[config.mk]
export PLATFORM = sky130hd
export DESIGN_NAME = csp_vertex_check
export DESIGN_NICKNAME = d
export VERILOG_FILES = /design/src/hw/rtl/csp_pkg.sv /design/src/hw/rtl/csp_vertex_check.sv
export SDC_FILE = /design/constraint.sdc
export NUM_CORES = 1
export LEC_CHECK = 0
export ABC_CLOCK_PERIOD_IN_PS = 6400
export BUFFER_PORTS_ARGS = -buffer_cell sky130_fd_sc_hd__buf_2
export CORE_MARGIN = 3
export CORE_UTILIZATION = 55
export DETAILED_ROUTE_END_ITERATION = 12
export GPL_TIMING_DRIVEN = 1
export HOLD_SLACK_MARGIN = 0.1
export PLACE_DENSITY = 0.8
export SYNTH_ARGS = -nofsm -noshare
export SYNTH_HDL_FRONTEND = slang
export SYNTH_SLANG_ARGS = --single-unit
[constraint.sdc]
create_clock -name i_clk -period 6.4 [get_ports i_clk]
set_clock_uncertainty 0.2 [all_clocks]
set_input_delay 0.96 -clock i_clk [delete_from_list [all_inputs] [get_ports i_clk]]
set_output_delay 0.96 -clock i_clk [all_outputs]
set_load 0.1 [all_outputs]
[src/hw/rtl/csp_pkg.sv]
// types, constants and register codes of the column scan parity unit
package csp_pkg;

    // field widths
    localparam int COORD_W   = 32;
    localparam int EDGE_W    = 16;
    localparam int TOL_W     = 31;
    localparam int DIFF_W    = COORD_W + 1;
    localparam int SUM_W     = COORD_W + 2;
    localparam int PROD_W    = 2 * DIFF_W;

    // configuration port
    localparam int CFG_IDX_W  = 1;
    localparam int CFG_DATA_W = TOL_W;
    localparam logic [CFG_IDX_W-1:0] CFG_CROSS_TOL  = 1'd0;
    localparam logic [CFG_IDX_W-1:0] CFG_VERTEX_TOL = 1'd1;

    // register reset values, unsigned Q15.16
    localparam logic [TOL_W-1:0] CROSS_TOL_RST  = 31'd655;
    localparam logic [TOL_W-1:0] VERTEX_TOL_RST = 31'd65;

    // edge number that never takes the left vertex
    localparam logic [EDGE_W-1:0] SPECIAL_EDGE = 16'd1;

    typedef logic signed [COORD_W-1:0] t_coord;
    typedef logic        [EDGE_W-1:0]  t_edge;
    typedef logic        [TOL_W-1:0]   t_tol;
    typedef logic signed [DIFF_W-1:0]  t_diff;
    typedef logic signed [PROD_W-1:0]  t_prod;

    // geometry of one cell
    typedef struct packed {
        t_coord left_x;
        t_coord left_y;
        t_coord right_x;
        t_coord right_y;
        t_coord center_x;
        t_coord center_y;
        t_edge  edge_index;
    } t_cell;

    // flags that ride along the pipeline
    typedef struct packed {
        logic column_start;
        logic is_cut;
        logic existing_wet;
    } t_side;

    // stage advance strobes
    typedef struct packed {
        logic s2;
        logic s3;
        logic out;
    } t_stage_en;

    // everything the parity stage needs about one cell
    typedef struct packed {
        logic column_start;
        logic is_cut;
        logic existing_wet;
        logic vertex_ok;
        logic straddle;
        logic above;
    } t_par_item;

endpackage

[src/hw/rtl/csp_vertex_check.sv]
// shared-vertex test against the previous cell of the stream
module csp_vertex_check (
    input  logic               i_clk,
    input  csp_pkg::t_stage_en i_en,
    input  csp_pkg::t_cell     i_cell,
    input  csp_pkg::t_tol      i_vertex_tol,
    output logic               o_vertex_ok
);

    csp_pkg::t_coord r_prv_lx, r_prv_rx, r_prv_cx;
    csp_pkg::t_edge  r_prv_edge;
    csp_pkg::t_diff  d_l, d_r, vt_pos, vt_neg;
    logic near_l, near_r, side_l, side_r, take_left;

    // previous cell as it left the input stage
    always_ff @(posedge i_clk) begin
        if (i_en.s2) begin
            r_prv_lx   <= i_cell.left_x;
            r_prv_rx   <= i_cell.right_x;
            r_prv_cx   <= i_cell.center_x;
            r_prv_edge <= i_cell.edge_index;
        end
    end

    // both vertex choices evaluated in parallel, then selected
    always_comb begin
        vt_pos = {2'b00, i_vertex_tol};
        vt_neg = -vt_pos;
        d_l = {r_prv_lx[csp_pkg::COORD_W-1], r_prv_lx}
            - {r_prv_cx[csp_pkg::COORD_W-1], r_prv_cx};
        d_r = {r_prv_rx[csp_pkg::COORD_W-1], r_prv_rx}
            - {r_prv_cx[csp_pkg::COORD_W-1], r_prv_cx};
        near_l = (d_l < vt_pos) && (d_l > vt_neg);
        near_r = (d_r < vt_pos) && (d_r > vt_neg);
        side_l = (r_prv_rx > r_prv_cx && i_cell.left_x > r_prv_cx)
              || (r_prv_rx < r_prv_cx && i_cell.left_x < r_prv_cx);
        side_r = (r_prv_lx > r_prv_cx && i_cell.right_x > r_prv_cx)
              || (r_prv_lx < r_prv_cx && i_cell.right_x < r_prv_cx);
        take_left = (r_prv_edge > i_cell.edge_index)
                 && (i_cell.edge_index != csp_pkg::SPECIAL_EDGE);
        o_vertex_ok = take_left ? (near_l && side_l) : (near_r && side_r);
    end

endmodule

==> flow_metrics.env, run 1 <==
export IMPL_core_area_um2=21100
export IMPL_violations="setup timing"
export IMPL_overflow=0
export IMPL_die_area_um2=23400
export IMPL_grt_start_max_net_pins=67
export IMPL_cap_violations=0
export IMPL_cts_max_level=3
export IMPL_cp_top_family="compound AO/OA/AOI/OAI gates"
export IMPL_hold_path_class="input port to flop"
export IMPL_crit_arrival_ps=5330
export IMPL_syn_area_per_cell_um2=9.51
export IMPL_final_common_cell="ha_1"
export IMPL_cts_inserted_buffers=9
export IMPL_min_from="i_cell[48]"
export IMPL_status="complete, but fails checks"
export IMPL_synth_flop_cell="edfxtp_1"
export IMPL_cts_tree="done"
export IMPL_drive_above_1_share=0.174
export IMPL_period_share=1.01
export IMPL_cts_hold_buf=0
export IMPL_path_buf_inv=4
export IMPL_p_leak_nw=6.56
export IMPL_dr_first_iter_drc_count=689
export IMPL_clock_root_buffer="clkbuf_16"
export IMPL_grt_pass1_vias=10300
export IMPL_clock_sinks=112
export IMPL_cp_max_fo=3
export IMPL_cts_buffer_depth=2
export IMPL_dp_cells=1681
export IMPL_period_minus_slack_ps=6490
export IMPL_hold_viol_final=0
export IMPL_cp_common_cell="a211oi_2"
export IMPL_relSlewSlack=0.437
export IMPL_critPathMaxStageDelay_ps=380
export IMPL_vias=10500
export IMPL_timing_hold_worst_path_depth=1
export IMPL_antenna_found_initial=1
export IMPL_synth_seq_cells=112
export IMPL_ant_nets=0
export IMPL_grt_pass1_wl_um=50400
export IMPL_die_h_um=153
export IMPL_max_freq_mhz=154
export IMPL_num_io_pins=244
export IMPL_synth_top_cell_area_share=0.287
export IMPL_post_drt_wl_per_cell_um=18.4
export IMPL_synthArstFlopShare=0
export IMPL_start_kind="flop"
export IMPL_setup_viol=1
export IMPL_nets=1957
export IMPL_drc_errors=0
export IMPL_rows=53
export IMPL_hold_end="r_prv_cx[0]"
export IMPL_synth_nets=1764
export IMPL_finalMaxSlewViolations=0
export IMPL_drtPass1Iterations=5
export IMPL_instances_no_fill=1719
export IMPL_antennaDiodeCount=0
export IMPL_path_clk_slew_ps=80
export IMPL_initial_core_util=0.563
export IMPL_rsz0062_at_grt="yes"
export IMPL_ys_seq_area_frac=0.284
export IMPL_hpwl_um=26300
export IMPL_io_buffers=145
export IMPL_routabilityCongestion=0.955
export IMPL_path_class="flop to primary output"
export IMPL_synth_largest_area_cell="ha_1"
export IMPL_synth_area_leaders="ha_1 29%, edfxtp_1 28%, a21oi_1 5.0%"
export IMPL_slowest_stage="edfxtp_1"
export IMPL_detailedPlace_worstSlack_ps=-48.5
export IMPL_irDropWorstVdd_mv=0.196
export IMPL_vias_per_cell=6.13
export IMPL_p_per_area_nw_per_um2=225
export IMPL_ys_warn_count=0
export IMPL_ys_types=54
export IMPL_track_usage=0.264
export IMPL_synth_edf_count=112
export IMPL_area_delta_synth_final_pct=15.7
export IMPL_layout_common_cells="269 x ha_1, 143 x buf_2, 117 x inv_1"
export IMPL_cp_end_kind="primary output"
export IMPL_routed_wl_um=31700
export IMPL_timing_final_ws_setup_ps=-88.6
export IMPL_netlist_instances=1247
export IMPL_critPathRequiredTime_ps=5240
export IMPL_timing_worst_slew_pin_value_ps=844
export IMPL_synth_area_um2=11900
export IMPL_die_width_um=153
routing by layer:
layer,up-vias,part of all wire,global-route usage
met3,77,0.074,0.0507
met2,430,0.44,0.419
met4,2,0.038,0.108
li1,5116,-,-
met1,4921,0.44,0.356
met5,-,0.00041,0
flip-flops by register name (all words and copies together) (netlist names):
| name | cells |
|---|---|
| r_prv_cx | 32 |
| r_prv_edge | 16 |
| r_prv_lx | 32 |
| r_prv_rx | 32 |
power by group:
part | internal [mW] | switching (mW)
Combinational | 0.715 | 0.924
Clock | 0.304 | 0.253
Sequential | 0.872 | 0.0224
worst max-delay path by stage:
stage	cells after the start	start	end
after global placement	25	r_prv_rx[0]	o_vertex_ok
after floorplan	24	r_prv_rx[0]	o_vertex_ok
after global routing	24	r_prv_rx[0]	o_vertex_ok
after detailed placement	26	r_prv_rx[0]	o_vertex_ok
after CTS	26	r_prv_rx[0]	o_vertex_ok
final	25	r_prv_rx[0]	o_vertex_ok
cells by family after synthesis:
logic type,Yosys count,share of synthesized area
XOR/XNOR,81,0.0598
multiplexers,5,0.00422
adder cells (fa/ha/maj),274,0.290
AND/OR/NAND/NOR,288,0.126
AO/OA/AOI/OAI,363,0.197
flip-flops,112,0.284
buffers and inverters,124,0.0392
cell usage after synthesis, types with 2 or more instances:
| cell type | instances |
|---|---|
| a2111oi_0 | 5 |
| a211o_1 | 5 |
| a211oi_1 | 15 |
| a21boi_0 | 3 |
| a21o_1 | 75 |
| a21oi_1 | 118 |
| a221o_1 | 2 |
| a221oi_1 | 2 |
| a31oi_1 | 8 |
| a41o_1 | 2 |
| a41oi_1 | 3 |
| and2_1 | 3 |
| and3_1 | 8 |
| and4_1 | 10 |
| clkbuf_1 | 2 |
| edfxtp_1 | 112 |
| fa_1 | 2 |
| ha_1 | 272 |
| inv_1 | 122 |
| mux2i_1 | 5 |
| nand2_1 | 52 |
| nand2b_1 | 10 |
| nand3_1 | 28 |
| nand4_1 | 45 |
| nor2_1 | 62 |
| nor2b_1 | 19 |
| nor3_1 | 21 |
| nor3b_1 | 2 |
| nor4_1 | 14 |
| nor4b_1 | 2 |
| o211ai_1 | 16 |
| o21a_1 | 12 |
| o21ai_0 | 56 |
| o21bai_1 | 19 |
| o221ai_1 | 2 |
| o22ai_1 | 3 |
| o31ai_1 | 4 |
| o41a_1 | 2 |
| o41ai_1 | 2 |
| or2_2 | 6 |
| or3_1 | 4 |
| xnor2_1 | 67 |
| xor2_1 | 14 |
final cells by class:
type | count | area (um2)
well taps | 275 | 344
fillers | 1689 | 7360
clock inverters | 6 | 67.6
repair buffers | 184 | 1040
flip-flops and latches | 112 | 3360
clock buffers | 9 | 225
multi-input cells | 1011 | 8230
inverters | 122 | 458
stage by stage:
| stage | hold slack (ps) | utilization | power (mW) | instance area [um2] | TNS, ps |
|---|---|---|---|---|---|
| 2_1_floorplan | 859 | - | 1.97 | 11900 | 0 |
| 4_1_cts | 570 | 0.645 | 3.02 | 13600 | 0 |
| 6_report | 584 | 0.651 | 3.09 | 13700 | -88.6 |
| 3_5_place_dp | 938 | 0.620 | 2.40 | 13100 | -48.5 |
| 3_3_place_gp | 936 | 0.620 | 2.34 | 13100 | 0 |
| 5_1_grt | 572 | 0.651 | 3.32 | 13700 | -370 |
timing repair:
action,in CTS,in global routing
setup endpoints to repair,1,1
gates resized for setup,26,25
gates cloned,0,0
pin swaps,20,37
setup buffers,17,6
Power figures use the tool's default switching activity.
==> inputs of run 2 (changes only) <==
--- a/config.mk
+++ b/config.mk
@@ -5,6 +5,7 @@
 export SDC_FILE = /design/constraint.sdc
 export NUM_CORES = 1
 export LEC_CHECK = 0
+export ABC_AREA = 1
 export ABC_CLOCK_PERIOD_IN_PS = 6400
 export BUFFER_PORTS_ARGS = -buffer_cell sky130_fd_sc_hd__buf_2
 export CORE_MARGIN = 3
@@ -12,7 +13,7 @@
 export DETAILED_ROUTE_END_ITERATION = 12
 export GPL_TIMING_DRIVEN = 1
 export HOLD_SLACK_MARGIN = 0.1
-export PLACE_DENSITY = 0.8
+export PLACE_DENSITY = 0.79
 export SYNTH_ARGS = -nofsm -noshare
 export SYNTH_HDL_FRONTEND = slang
 export SYNTH_SLANG_ARGS = --single-unit
==> run 2 against run 1 <==
Net effect: the flow now finishes without violations; power rose by 2.0%; first-iteration DRC count rose by 59%; design area grew 5.3%; combinational power increased by 2%; non-clock buffer count shrank 38; sequential share of layout area down 1.2 points; utilization down 2.2 points; cell count up 27%; worst hold slack worse by 11 ps; via count is 14% higher; clock power grew 3.8%; setup slack improved by 550 ps; critical endpoint unchanged; largest cell class unchanged; largest power group unchanged.
==> flow_metrics.env, run 2 <==
export IMPL_synth_mux_area_frac=0
export IMPL_instances_no_fill=2190
export IMPL_synth_most_common_cell="nand2_1"
export IMPL_core_area_um2=23000
export IMPL_cts_buffer_depth=2
export IMPL_p_per_area_nw_per_um2=218
export IMPL_tns_ps=0
export IMPL_final_cell_area_um2=14500
export IMPL_period_minus_slack_ps=5940
export IMPL_synth_top_family_by_area="adder cells"
export IMPL_switchingPower_mw=1.39
export IMPL_timing_hold_worst_path_depth=1
export IMPL_netlist_instances=1714
export IMPL_cap_violations=0
export IMPL_ys_seq_area_frac=0.258
export IMPL_hpwl_um=31300
export IMPL_drtPass1Iterations=6
export IMPL_overflow=0
export IMPL_power_frac_comb=0.534
export IMPL_path_clk_slew_ps=80
export IMPL_critPathRequiredTime_ps=5240
export IMPL_synth_area_um2=13000
export IMPL_cts_resized=0
export IMPL_timing_worst_slew_pin_value_ps=847
export IMPL_antenna_found_initial=3
export IMPL_design_power_total_mw=3.15
export IMPL_crit_arrival_ps=4780
export IMPL_synthSimpleGateAreaFrac=0.240
export IMPL_finalMaxSlewViolations=0
export IMPL_status="finished, final reports clean"
export IMPL_hold_path_class="input port to flop"
export IMPL_placed_area_um2=14200
export IMPL_final_common_cell="nand2_1"
export IMPL_pwr_share_clk=0.183
export IMPL_start_kind="input port"
export IMPL_post_drt_wl_per_cell_um=16.4
export IMPL_irDropWorstVdd_mv=0.201
export IMPL_synth_edf_count=112
export IMPL_synth_compound_area_share=0.114
export IMPL_multi_input_area_um2=8770
export IMPL_regArea_um2=3360
export IMPL_synth_area_leaders="ha_1 26%, edfxtp_1 26%, nand2_1 13%"
export IMPL_drive_above_1_share=0.100
export IMPL_vias_per_cell=5.50
export IMPL_die_h_um=160
export IMPL_synth_nets=2231
export IMPL_synth_top_cell_area_share=0.261
export IMPL_vias=12000
export IMPL_syn_area_per_cell_um2=7.60
export IMPL_cp_max_fo=4
export IMPL_ys_warn_count=0
export IMPL_dr_first_iter_drc_count=1096
export IMPL_grt_start_max_net_pins=71
export IMPL_cts_max_level=3
export IMPL_sw_frac_of_total=0.442
export IMPL_die_area_um2=25600
export IMPL_cts_tree="done"
export IMPL_track_usage=0.275
export IMPL_grt_pass1_vias=11900
export IMPL_ant_nets=0
export IMPL_seqPwrFrac=0.282
export IMPL_synthArstFlopShare=0
export IMPL_fillers=2100
export IMPL_p_int_mw=1.76
export IMPL_clock_root_buffer="clkbuf_16"
export IMPL_initial_core_util=0.567
export IMPL_synthXorXnorAreaFrac=0.0544
export IMPL_ys_types=46
export IMPL_p_leak_nw=7.47
export IMPL_area_delta_synth_final_pct=11.0
export IMPL_drc_errors=0
export IMPL_max_freq_mhz=168
export IMPL_die_width_um=160
export IMPL_period_share=0.928
export IMPL_relSlewSlack=0.435
export IMPL_rows=55
export IMPL_routabilityCongestion=0.915
export IMPL_clock_sinks=112
export IMPL_cts_inserted_buffers=9
export IMPL_rsz0062_at_grt="no"
export IMPL_synth_seq_cells=112
export IMPL_num_io_pins=244
export IMPL_synth_largest_area_cell="ha_1"
export IMPL_synth_flop_cell="edfxtp_1"
export IMPL_grt_pass1_wl_um=56900
export IMPL_cp_end_kind="primary output"
export IMPL_cts_hold_buf=0
export IMPL_dp_cells=2171
export IMPL_path_class="input port to primary output"
export IMPL_nets=2386
export IMPL_largest_registers="r_prv_cx x32, r_prv_lx x32, r_prv_rx x32"
export IMPL_hold_viol_final=0
export IMPL_layout_common_cells="450 x nand2_1, 272 x ha_1, 234 x inv_1"
export IMPL_cts_setup_buffers=0
export IMPL_io_buffers=145
export IMPL_synth_adder_area_share=0.264
export IMPL_setup_viol=0
export IMPL_routed_wl_um=35900
export IMPL_ys_top_cells_by_count="450 x nand2_1, 272 x ha_1, 234 x inv_1"
==> run 2: worst max-delay path, cell delays in order <==
cell	delay [ps]
buf_2	100
inv_1	110
ha_1	230
inv_1	90
nor2_4	180
nand4_1	130
inv_1	110
nand4_1	240
nor4_2	300
nand2_1	110
xor2_1	180
ha_1	320
nand2_1	70
nor2_1	140
nand2_1	70
nor2_1	170
nor2b_1	220
nand3_1	120
nand4_1	110
nand3_1	90
a21oi_1	140
nand2_1	70
nand2_1	100
buf_2	430
==> run 2: area by class of cell <==
| cell class | count | area share |
|---|---|---|
| diodes | 3 | 0.000519 |
| clock buffers | 9 | 0.0156 |
| clock inverters | 7 | 0.00545 |
| inverters | 237 | 0.0615 |
| multi-input cells | 1363 | 0.606 |
| flip-flops and latches | 112 | 0.233 |
| well taps | 313 | 0.0271 |
| repair buffers | 146 | 0.0509 |
==> run 2: final timing paths <==
kind	startpoint	to	slack [ps]
worst max-delay path	i_vertex_tol[1]	o_vertex_ok	460
worst min-delay path	i_cell[49]	r_prv_cx[1]	570
==> run 2: metal layers <==
metal  GRT usage  up-vias  part of all wire
met4      0.0698        2             0.023
met3      0.0340       52             0.059
met2       0.477      363              0.47
met1       0.367     5490              0.45
met5           0        -           0.00031
li1            -     6129                 -
==> run 2: power groups by stage <==
stage	Combinational (mW)	Clock [mW]	Sequential (mW)
after floorplan	1.17	0	0.901
after global routing	1.91	0.614	0.896
after CTS	1.66	0.586	0.890
final	1.68	0.578	0.890
after global placement	1.59	0	0.904
after detailed placement	1.65	0	0.907
==> run 2: logic make-up after synthesis <==
family,count (synthesis)
XOR/XNOR,81
AND/OR/NAND/NOR,742
AO/OA/AOI/OAI,266
adder cells (fa/ha/maj),274
flip-flops,112
buffers and inverters,239
==> run 2: stage by stage <==
step	util	worst slack, ps	hold slack (ps)
after floorplan	-	1100	859
after global placement	0.616	540	936
after detailed placement	0.616	451	938
after CTS	0.629	440	562
after global routing	0.629	61.4	559
final	0.629	463	572
