--- src/hw/rtl/csp_pkg.sv ---
// types, constants and register codes of the column scan parity unit
package csp_pkg;

    // field widths
    localparam int COORD_W   = 32;
    localparam int EDGE_W    = 16;
    localparam int TOL_W     = 31;
    localparam int DIFF_W    = COORD_W + 1;
    localparam int SUM_W     = COORD_W + 2;
    localparam int PROD_W    = 2 * DIFF_W;

    // configuration port
    localparam int CFG_IDX_W  = 1;
    localparam int CFG_DATA_W = TOL_W;
    localparam logic [CFG_IDX_W-1:0] CFG_CROSS_TOL  = 1'd0;
    localparam logic [CFG_IDX_W-1:0] CFG_VERTEX_TOL = 1'd1;

    // register reset values, unsigned Q15.16
    localparam logic [TOL_W-1:0] CROSS_TOL_RST  = 31'd655;
    localparam logic [TOL_W-1:0] VERTEX_TOL_RST = 31'd65;

    // edge number that never takes the left vertex
    localparam logic [EDGE_W-1:0] SPECIAL_EDGE = 16'd1;

    typedef logic signed [COORD_W-1:0] t_coord;
    typedef logic        [EDGE_W-1:0]  t_edge;
    typedef logic        [TOL_W-1:0]   t_tol;
    typedef logic signed [DIFF_W-1:0]  t_diff;
    typedef logic signed [PROD_W-1:0]  t_prod;

    // geometry of one cell
    typedef struct packed {
        t_coord left_x;
        t_coord left_y;
        t_coord right_x;
        t_coord right_y;
        t_coord center_x;
        t_coord center_y;
        t_edge  edge_index;
    } t_cell;

    // flags that ride along the pipeline
    typedef struct packed {
        logic column_start;
        logic is_cut;
        logic existing_wet;
    } t_side;

    // stage advance strobes
    typedef struct packed {
        logic s2;
        logic s3;
        logic out;
    } t_stage_en;

    // everything the parity stage needs about one cell
    typedef struct packed {
        logic column_start;
        logic is_cut;
        logic existing_wet;
        logic vertex_ok;
        logic straddle;
        logic above;
    } t_par_item;

endpackage

--- src/hw/rtl/csp_parity.sv ---
// running wet/dry parity and the result register
module csp_parity (
    input  logic               i_clk,
    input  logic               i_rst_n,
    input  csp_pkg::t_stage_en i_en,
    input  csp_pkg::t_par_item i_item,
    input  logic               i_out_stall,
    output logic               o_out_valid,
    output logic               o_cell_wet
);

    logic r_running, r_prev_wet, r_prev_cut, r_prev_above, r_out_valid, r_wet;
    logic n_running, n_wet, crossing;

    // parity update for the cell leaving the last stage
    always_comb begin
        crossing = r_prev_cut && r_prev_above;
        n_running = r_running;
        n_wet = r_running;
        if (i_item.column_start) begin
            n_running = 1'b0;
            n_wet = i_item.existing_wet;
        end else begin
            if (crossing) begin
                if (i_item.is_cut && i_item.vertex_ok) begin
                    n_running = r_prev_wet;
                end else begin
                    n_running = !r_running;
                end
            end else if (i_item.is_cut && i_item.straddle && !i_item.above) begin
                n_running = !r_running;
            end
            n_wet = n_running;
        end
    end

    always_ff @(posedge i_clk) begin
        if (!i_rst_n) begin
            r_running    <= 1'b0;
            r_prev_wet   <= 1'b0;
            r_prev_cut   <= 1'b0;
            r_prev_above <= 1'b0;
            r_out_valid  <= 1'b0;
        end else begin
            if (i_en.out) begin
                r_running    <= n_running;
                r_prev_wet   <= n_wet;
                r_prev_cut   <= i_item.is_cut;
                r_prev_above <= i_item.straddle && i_item.above;
                r_out_valid  <= !i_item.column_start;
            end else if (!i_out_stall) begin
                r_out_valid <= 1'b0;
            end
        end
    end

    // result payload
    always_ff @(posedge i_clk) begin
        if (i_en.out) begin
            r_wet <= n_wet;
        end
    end

    assign o_out_valid = r_out_valid;
    assign o_cell_wet  = r_wet;

endmodule

--- config.mk ---
export PLATFORM = sky130hd
export DESIGN_NAME = csp_parity
export DESIGN_NICKNAME = d
export VERILOG_FILES = /design/src/hw/rtl/csp_pkg.sv /design/src/hw/rtl/csp_parity.sv
export SDC_FILE = /design/constraint.sdc
export NUM_CORES = 1
export LEC_CHECK = 0
export BUFFER_PORTS_ARGS = -buffer_cell sky130_fd_sc_hd__buf_2
export CORE_AREA = 2 2 39 41
export CTS_CLUSTER_DIAMETER = 80
export DETAILED_ROUTE_END_ITERATION = 12
export DIE_AREA = 0 0 41 43
export HOLD_SLACK_MARGIN = 0.1
export PLACE_DENSITY = 0.47
export RECOVER_POWER = 100
export SYNTH_ARGS = -nofsm -noshare
export SYNTH_HDL_FRONTEND = slang
export SYNTH_SLANG_ARGS = --single-unit
export TNS_END_PERCENT = 10
--- constraint.sdc ---
create_clock -name i_clk -period 1.4 [get_ports i_clk]
set_input_delay 0.42 -clock i_clk [delete_from_list [all_inputs] [get_ports i_clk]]
set_output_delay 0.42 -clock i_clk [all_outputs]
set_load 0.01 [all_outputs]
==> metrics.json, run 1 <==
{
  "post_cts_resized": 0,
  "grt_max_degree": 10,
  "timing.final.setup_violations": 0,
  "critical_path_required_ps": 1400,
  "crit_slowest_cell": "dfxtp_1",
  "worst_pin_slew_ps": 410.7,
  "hold_viol": 0,
  "yosys.cell_types.count": 18,
  "areaGrowthSynthToFinish_pct": 34.09,
  "drt_first_iter_violations": 9,
  "number_of_buffer_and_inverter_stages_on_the_critical_path": 0,
  "synthesis.yosys.warnings": 0,
  "first_pass_iters": 5,
  "placed_cells": 55,
  "register_area_um2": 130.1,
  "setup_total_negative_slack_ps": 0,
  "postCtsHoldBufs": 0,
  "count_of_buffers_from_port_buffering": 11,
  "min_period_over_period": 0.8440,
  "die_w_um": 41,
  "drt.antenna.violating_nets": 0,
  "share_clk_of_total_power": 0.428,
  "timing.critical_path.slowest_cell_delay_ps": 360,
  "critical_path.max_fanout": 3,
  "cts_made_buffers": 3,
  "place_ws_ps": 5.790,
  "finish.cell_count_without_fillers": 59,
  "postSynthNetCount": 41,
  "finalWorstSetupSlack_ps": 218.4,
  "timing.critical_path.from_type": "flip-flop",
  "cts.path.max_buffers": 2,
  "grt_pass1_wl_um": 848,
  "maxSlewViolCount": 0,
  "grt_antenna_before_repair": 0,
  "placeableCoreArea_mm2": 0.001384,
  "p_int_uw": 315.9,
  "yosys_register_bits": 6,
  "cell_rows": 14,
  "timing_worst_setup_path_type": "reg2reg",
  "n_antenna_cell": 0,
  "synth-edff-count": 1,
  "max-vdd-ir-drop_mv": 0.5486,
  "run_status": "finished clean",
  "timing.max_cap.violations": 0,
  "synth.top_cells.by_count": "dfxtp_1 (5), nand2_1 (5), nand3b_1 (3)",
  "p_seq_frac": 0.463,
  "tritoncts_clock_tree": "yes",
  "synth_top_flop_cell": "dfxtp_1",
  "fillers": 158,
  "vias_in_the_first_global_route": 211,
  "clkSlewWorstSetupHoldPaths_ps": 50,
  "cts_num_sinks": 6,
  "switchingPower_uw": 92.11,
  "multiInputGateArea_um2": 141.4,
  "hpwl_after_detailed_placement_um": 444,
  "fmax_mhz": 846.3,
  "floorplan.initialDensity": 0.1989,
  "worst_hold_slack_ps": 462.3,
  "post_drt_via_cell_ratio": 4.458,
  "cpLargestDelayFamily": "compound AO/OA/AOI/OAI gates",
  "finalWeightedCongestion": 0.7062,
  "finClkSkew_ps": 3.131,
  "design.die.area_mm2": 0.001763,
  "synth_sequential_area_ratio": 0.4727,
  "worst-endpoint-arrival_ps": 1180,
  "yosys.area.top_type_share": 0.3636,
  "drt-total-wl_um": 563,
  "layout.nets": 56,
  "synth_area_um2": 275.3,
  "i_o_pin_count": 14,
  "power.combinational.fraction": 0.108,
  "num_vias": 263,
  "post-route-min-period_ps": 1182,
  "average_wire_length_per_cell_after_detail_routing_um": 9.542,
  "switching_share": 0.2258,
  "netlist_top_cells_area": "dfxtp_1 (36%), edfxtp_1 (11%), nand3b_1 (8.2%)",
  "post_cts_buffers": 0,
  "worstHoldPathType": "in2reg",
  "static_leakage_nw": 0.1518,
  "clkLatencyLatePin_ps": 250,
  "unrepaired_setup_endpoints_after_global_routing": "no",
  "htreeDepth": 1,
  "regToRegSetupSlack_ps": 220,
  "slew-limit-headroom": 0.7262,
  "global_route.overflow_total": 0,
  "synthCells": 29,
  "cts_root_buf": "clkbuf_4",
  "asyncSetResetFlopFracSynth": 0,
  "power_density_mw_per_mm2": 1105,
  "crit_path_cell_trace": "a21bo_2, a21oi_1, a211o_1, nand2_1",
  "die-height_um": 43,
  "drc": 0,
  "endpoint_kind": "flip-flop",
  "groute.usage.overall": 0.07871,
  "netlist.top_cell.by_area": "dfxtp_1",
  "syn_area_per_cell_um2": 9.492,
  "ratio_of_cells_with_drive_above_1_in_the_final_layout": 0.2791
}
## metrics by stage
step           cell area [um^2]    util  power, mW
6_report                  369.1  0.2667     0.4080
5_1_grt                   369.1  0.2667     0.4331
4_1_cts                   372.9  0.2694     0.4183
3_5_place_dp              346.6  0.2505     0.2385
3_3_place_gp              346.6  0.2505     0.2385
2_1_floorplan             275.3       -     0.2149
## power groups by stage
| stage | sequential, mW | clock, mW | combinational, mW |
|---|---|---|---|
| 3_3_place_gp | 0.192 | 0 | 0.0462 |
| 2_1_floorplan | 0.194 | 0 | 0.0213 |
| 3_5_place_dp | 0.192 | 0 | 0.0463 |
| 4_1_cts | 0.189 | 0.183 | 0.0464 |
| 5_1_grt | 0.190 | 0.194 | 0.0495 |
| 6_report | 0.189 | 0.175 | 0.0442 |
## per-layer routing
layer,wire (um),GRT usage,up-vias
met4,0,0.02000,0
met1,234,0.09804,118
li1,-,-,130
met3,89,0.07853,0
met5,0,0,-
met2,238,0.09375,15
## layout make-up
type	instances	share of cell area
flip-flops and latches	6	0.3525
clock buffers	4	0.07119
repair buffers	11	0.1390
multi-input cells	22	0.3831
well taps	16	0.05424
## state kept, by name, summed over array words and instances (netlist names)
register and count:
o_cell_wet 1, o_out_valid 1, r_prev_above 1, r_prev_cut 1
r_prev_wet 1, r_running 1
## logic make-up (layout without fill, tap and decap cells)
logic type / count (synthesis) / after routing / synth area share
compound gates: 7 / 7 / 0.1727
xor+xnor: 1 / 1 / 0.03182
buf+inv: 1 / 15 / 0.01362
flops: 6 / 6 / 0.4727
mux: 2 / 2 / 0.07273
simple gates: 12 / 12 / 0.2364
## path summary, 6_finish.rpt
kind	depth (start not counted)	from	end
setup / recovery	4	r_running	o_cell_wet
hold / removal	2	i_rst_n	o_out_valid
setup reg to reg	4	r_running	o_cell_wet
hold reg to reg	2	r_prev_above	r_prev_above
## layout by cell type (no fill, tap or decap)
cell type / netlist / layout
nor2b_1: 1 / 1
a31oi_1: 1 / 1
clkbuf_1: 1 / 4
a21bo_2: 1 / 1
a21oi_1: 1 / 1
dfxtp_1: 5 / 5
mux2i_1: 2 / 2
buf_2: 0 / 8
nand3b_1: 3 / 3
and2_1: 1 / 1
a211o_1: 1 / 1
nand3_1: 1 / 1
nand2_1: 5 / 5
nand2b_1: 1 / 1
o21ai_0: 1 / 2
a21boi_0: 1 / 1
clkbuf_4: 0 / 3
edfxtp_1: 1 / 1
xor2_1: 1 / 1
(Power assumes the default switching activity.)
==> run 2: changes to the inputs <==
==> constraint.sdc (replaced) <==
create_clock -name i_clk -period 1.1 [get_ports i_clk]
set_input_delay 0.33 -clock i_clk [delete_from_list [all_inputs] [get_ports i_clk]]
set_output_delay 0.33 -clock i_clk [all_outputs]
set_load 0.01 [all_outputs]
==> run 2 against run 1 <==
The flow now finishes with violations (negative setup slack); combinational power is 47% higher; utilization is 2.4 points higher; wire length is 6.2% higher; non-clock buffer count is 3 higher; power is 30% higher; via count is 0.76% higher; clock power is 29% higher; die area stayed put; design area is 9.2% higher; critical path type unchanged.
==> metrics.json, run 2 (same netlist as run 1, synthesis figures left out) <==
{
  "average_wire_length_per_cell_after_detail_routing_um": 9.645,
  "stdcell_area_um2": 402.9,
  "global_route.overflow_total": 0,
  "endpoint_kind": "flip-flop",
  "min_period_over_period": 1.003,
  "drt_first_iter_violations": 4,
  "layout_common_cells": "buf_2 (9), nand2_1 (5), dfxtp_1 (4)",
  "finish.cell_count_without_fillers": 62,
  "post_cts_buffers": 0,
  "fmax_mhz": 906.5,
  "crit_slowest_cell": "dfxtp_2",
  "i_o_pin_count": 14,
  "timing_worst_setup_path_type": "reg2reg",
  "cts.path.max_buffers": 2,
  "unrepaired_setup_endpoints_after_global_routing": "yes",
  "grt_max_degree": 10,
  "n_antenna_cell": 0,
  "areaGrowthSynthToFinish_pct": 46.36,
  "count_of_buffers_from_port_buffering": 11,
  "register_area_um2": 131.4,
  "cell_rows": 14,
  "timing.final.setup_violations": 1,
  "postLayoutCoreUtil": 0.2911,
  "worst_hold_slack_ps": 369.4,
  "floorplan.initialDensity": 0.1989,
  "layout.nets": 59,
  "static_leakage_nw": 0.1740,
  "drt.antenna.violating_nets": 0,
  "placeableCoreArea_mm2": 0.001384,
  "total_power_uw": 531.2,
  "maxSlewViolCount": 0,
  "groute.usage.overall": 0.09137,
  "worst_pin_slew_ps": 397.8,
  "cts_made_buffers": 3,
  "tritoncts_clock_tree": "yes",
  "timing.max_cap.violations": 0,
  "drc": 0,
  "timing.critical_path.from_type": "flip-flop",
  "finalWorstSetupSlack_ps": -3.160,
  "multiInputGateArea_um2": 145.1,
  "post-route-min-period_ps": 1103,
  "regToRegSetupSlack_ps": -3,
  "max-vdd-ir-drop_mv": 0.4583,
  "run_status": "complete, but fails checks",
  "setup_total_negative_slack_ps": -3.160,
  "die-height_um": 43,
  "grt_antenna_before_repair": 0,
  "die_w_um": 41,
  "vias_in_the_first_global_route": 259,
  "violations": "negative setup slack",
  "timing.critical_path.slowest_cell_delay_ps": 320,
  "htreeDepth": 1,
  "post_dp_cell_area_um2": 369.1,
  "worstHoldPathType": "in2reg",
  "post_drt_via_cell_ratio": 4.274,
  "power_density_mw_per_mm2": 1319,
  "postCtsHoldBufs": 0,
  "finClkSkew_ps": 2.111,
  "num_vias": 265,
  "finalWeightedCongestion": 0.6786,
  "place_ws_ps": -184.4,
  "critical_path_required_ps": 1100,
  "crit_path_cell_trace": "a21bo_2, a21oi_2, a211o_1, nand2_1",
  "worst-endpoint-arrival_ps": 1110,
  "ratio_of_cells_with_drive_above_1_in_the_final_layout": 0.4130,
  "grt_pass1_wl_um": 1021,
  "fillers": 166,
  "placed_cells": 58,
  "cts_num_sinks": 6,
  "clkSlewWorstSetupHoldPaths_ps": 50,
  "slew-limit-headroom": 0.7348,
  "critical_path.max_fanout": 3,
  "hold_viol": 0,
  "design.die.area_mm2": 0.001763,
  "clkLatencyLatePin_ps": 250,
  "cts_root_buf": "clkbuf_4",
  "hpwl_after_detailed_placement_um": 463.3,
  "mostFrequentLayoutCell": "buf_2",
  "drt-total-wl_um": 598,
  "first_pass_iters": 4
}
run 2: worst max-delay path, delay by kind of cell, from the launching register on:
family,cells,cell delay (ps)
AO/OA/AOI/OAI,3,470
AND/OR/NAND/NOR,1,60
flip-flops,1,320
run 2: what timing repair did:
| item | CTS | global route |
|---|---|---|
| endpoints found under the hold margin | 0 | 0 |
| resized for setup | 3 | 0 |
| pin swaps | 4 | 1 |
| endpoints found under the setup margin | 2 | 4 |
run 2: path summary, 6_finish.rpt:
check	depth (start not counted)	endpoint	from
setup reg to reg	4	o_cell_wet	r_running
hold / removal	2	o_out_valid	i_rst_n
setup / recovery	4	o_cell_wet	r_running
hold reg to reg	2	r_prev_above	r_prev_above
run 2: power by group:
group	total (mW)	internal [mW]	switching, mW
clock network	0.225	0.138	0.0875
registers	0.241	0.236	0.00475
logic	0.0651	0.0352	0.0299
total	0.531	0.409	0.122
run 2: final cells by class:
cell class,instances,area share
timing repair buffer,14,0.1988
clock buffer,4,0.06522
tap,16,0.04969
sequential,6,0.3261
multi-input combinational,22,0.3602
run 2: per-layer routing:
metal | vias to the layer above | global-route usage | part of all wire
met5 | - | 0 | 0
met4 | 0 | 0.04000 | 0
met3 | 0 | 0.07853 | 0.10
met2 | 13 | 0.1063 | 0.41
met1 | 117 | 0.1158 | 0.48
li1 | 135 | - | -
==> run 3: changes to the inputs <==
--- a/config.mk
+++ b/config.mk
@@ -7,9 +7,9 @@
 export LEC_CHECK = 0
 export BUFFER_PORTS_ARGS = -buffer_cell sky130_fd_sc_hd__buf_2
 export CORE_AREA = 2 2 39 41
-export CTS_CLUSTER_DIAMETER = 80
 export DETAILED_ROUTE_END_ITERATION = 12
 export DIE_AREA = 0 0 41 43
+export GPL_TIMING_DRIVEN = 0
 export HOLD_SLACK_MARGIN = 0.1
 export PLACE_DENSITY = 0.47
 export RECOVER_POWER = 100
==> run 3 against run 2 <==
The flow still finishes with violations (negative setup slack); register-to-register slack about the same; design area shrank 3.7%; clock power is 4% higher; via count shrank 3.0%; critical path depth is the same; cell count shrank 1.6%; clock skew rose by 4.8 ps; non-clock buffer count decreased by 1; largest power group unchanged.
==> metrics.json, run 3 (same netlist as run 1, synthesis figures left out) <==
{
  "run_status": "complete, but fails checks",
  "violations": "negative setup slack",
  "i_o_pin_count": 14,
  "unrepaired_setup_endpoints_after_global_routing": "yes",
  "cell_rows": 14,
  "design.die.area_mm2": 0.001763,
  "n_antenna_cell": 0,
  "timing.final.setup_violations": 2,
  "first_pass_iters": 4,
  "tritoncts_clock_tree": "yes",
  "finalWorstSetupSlack_ps": -8.429,
  "endpoint_kind": "flip-flop",
  "maxSlewViolCount": 0,
  "placeableCoreArea_mm2": 0.001384,
  "floorplan.initialDensity": 0.1989,
  "post_dp_cell_area_um2": 350.3,
  "grt_pass1_wl_um": 1014,
  "power_density_mw_per_mm2": 1382,
  "worst_pin_slew_ps": 387.7,
  "critical_path.max_fanout": 3,
  "worstHoldPathType": "in2reg",
  "worst-endpoint-arrival_ps": 1290,
  "min_period_over_period": 1.008,
  "timing.critical_path.slowest_cell_delay_ps": 320,
  "post-route-min-period_ps": 1108,
  "groute.usage.overall": 0.09548,
  "drc": 0,
  "count_of_buffers_from_port_buffering": 11,
  "clkLatencyLatePin_ps": 250,
  "vias_in_the_first_global_route": 243,
  "stdcell_area_um2": 387.9,
  "layout.nets": 58,
  "drt.antenna.violating_nets": 0,
  "finish.cell_count_without_fillers": 61,
  "slew-limit-headroom": 0.7415,
  "clkSlewWorstSetupHoldPaths_ps": 60,
  "crit_slowest_cell": "dfxtp_2",
  "ratio_of_cells_with_drive_above_1_in_the_final_layout": 0.3778,
  "cts.path.max_buffers": 2,
  "critical_path_required_ps": 1280,
  "die-height_um": 43,
  "post_drt_via_cell_ratio": 4.213,
  "cts_made_buffers": 3,
  "grt_max_degree": 9,
  "grt_antenna_before_repair": 0,
  "drt-total-wl_um": 632,
  "max-vdd-ir-drop_mv": 0.4819,
  "finalWeightedCongestion": 0.6840,
  "fmax_mhz": 902.2,
  "postCtsHoldBufs": 0,
  "hold_viol": 0,
  "htreeDepth": 1,
  "hpwl_after_detailed_placement_um": 457.3,
  "cts_num_sinks": 6,
  "timing.max_cap.violations": 0,
  "static_leakage_nw": 0.1638,
  "global_route.overflow_total": 0,
  "placed_cells": 56,
  "average_wire_length_per_cell_after_detail_routing_um": 10.36,
  "mostFrequentLayoutCell": "buf_2",
  "timing.critical_path.from_type": "flip-flop",
  "postLayoutCoreUtil": 0.2803,
  "setup_total_negative_slack_ps": -11.29,
  "crit_path_cell_trace": "buf_4, xor2_1, a211o_1, a31oi_1",
  "finClkSkew_ps": 6.928,
  "drt_first_iter_violations": 6,
  "die_w_um": 41,
  "timing_worst_setup_path_type": "reg2reg",
  "layout_common_cells": "buf_2 (9), nand2_1 (5), dfxtp_1 (4)",
  "num_vias": 257,
  "areaGrowthSynthToFinish_pct": 40.91,
  "worst_hold_slack_ps": 306.3,
  "cts_root_buf": "clkbuf_4"
}
## run 3: changes by cell type in the layout (fill, tap and decap cells not counted), sizes merged
cell    change
buf         -2
clkbuf      +1
## run 3: routing by layer
layer  routed length, um  global-route usage  vias up
met5                   0                   0        -
met4                  10              0.1000        0
met2                 259              0.1094       11
met3                  49             0.04712        2
met1                 313              0.1161      111
li1                    -                   -      133
## run 3: where the power goes
| part | switching, mW | internal [mW] |
|---|---|---|
| Combinational | 0.0300 | 0.0310 |
| Clock | 0.0960 | 0.138 |
| Sequential | 0.00477 | 0.236 |
| Total | 0.131 | 0.405 |
## run 3: worst max-delay path, delay by kind of cell, from the launching register on
family | cells | cell delay [ps]
AOI/OAI and AO/OA | 2 | 450
DFF | 1 | 320
xor gates and xnor gates | 1 | 150
buffers and inverters | 1 | 130
## run 3: path summary, 6_finish.rpt
kind                                    from            to  slack [ps]  cells past startpoint
worst max-delay path               r_running    r_prev_wet          -8                      4
worst max register to register     r_running    r_prev_wet          -8                      4
worst min register to register  r_prev_above  r_prev_above         490                      2
worst min-delay path                 i_en[0]    o_cell_wet         310                      1
## run 3: repair_timing
action,CTS,global route
endpoints found under the setup margin,2,4
pin swaps,4,0
resized for setup,2,0
setup buffers,1,0
## run 3: area by class of cell
cell class	instances	area (um^2)
Fill cell	153	996.0
Tap cell	16	20.02
Sequential cell	6	131.4
Clock buffer	4	26.28
Buffer	1	3.754
Timing Repair Buffer	12	61.31
Multi-Input combinational cell	22	145.1
## run 3: stage by stage
stage / total power [mW] / worst slack, ps
3_5_place_dp: 0.3052 / -184.0
5_1_grt: 0.5647 / -47.89
2_1_floorplan: 0.2735 / -4.596
3_3_place_gp: 0.3045 / -172.0
6_report: 0.5359 / -8.429
4_1_cts: 0.5439 / -19.60
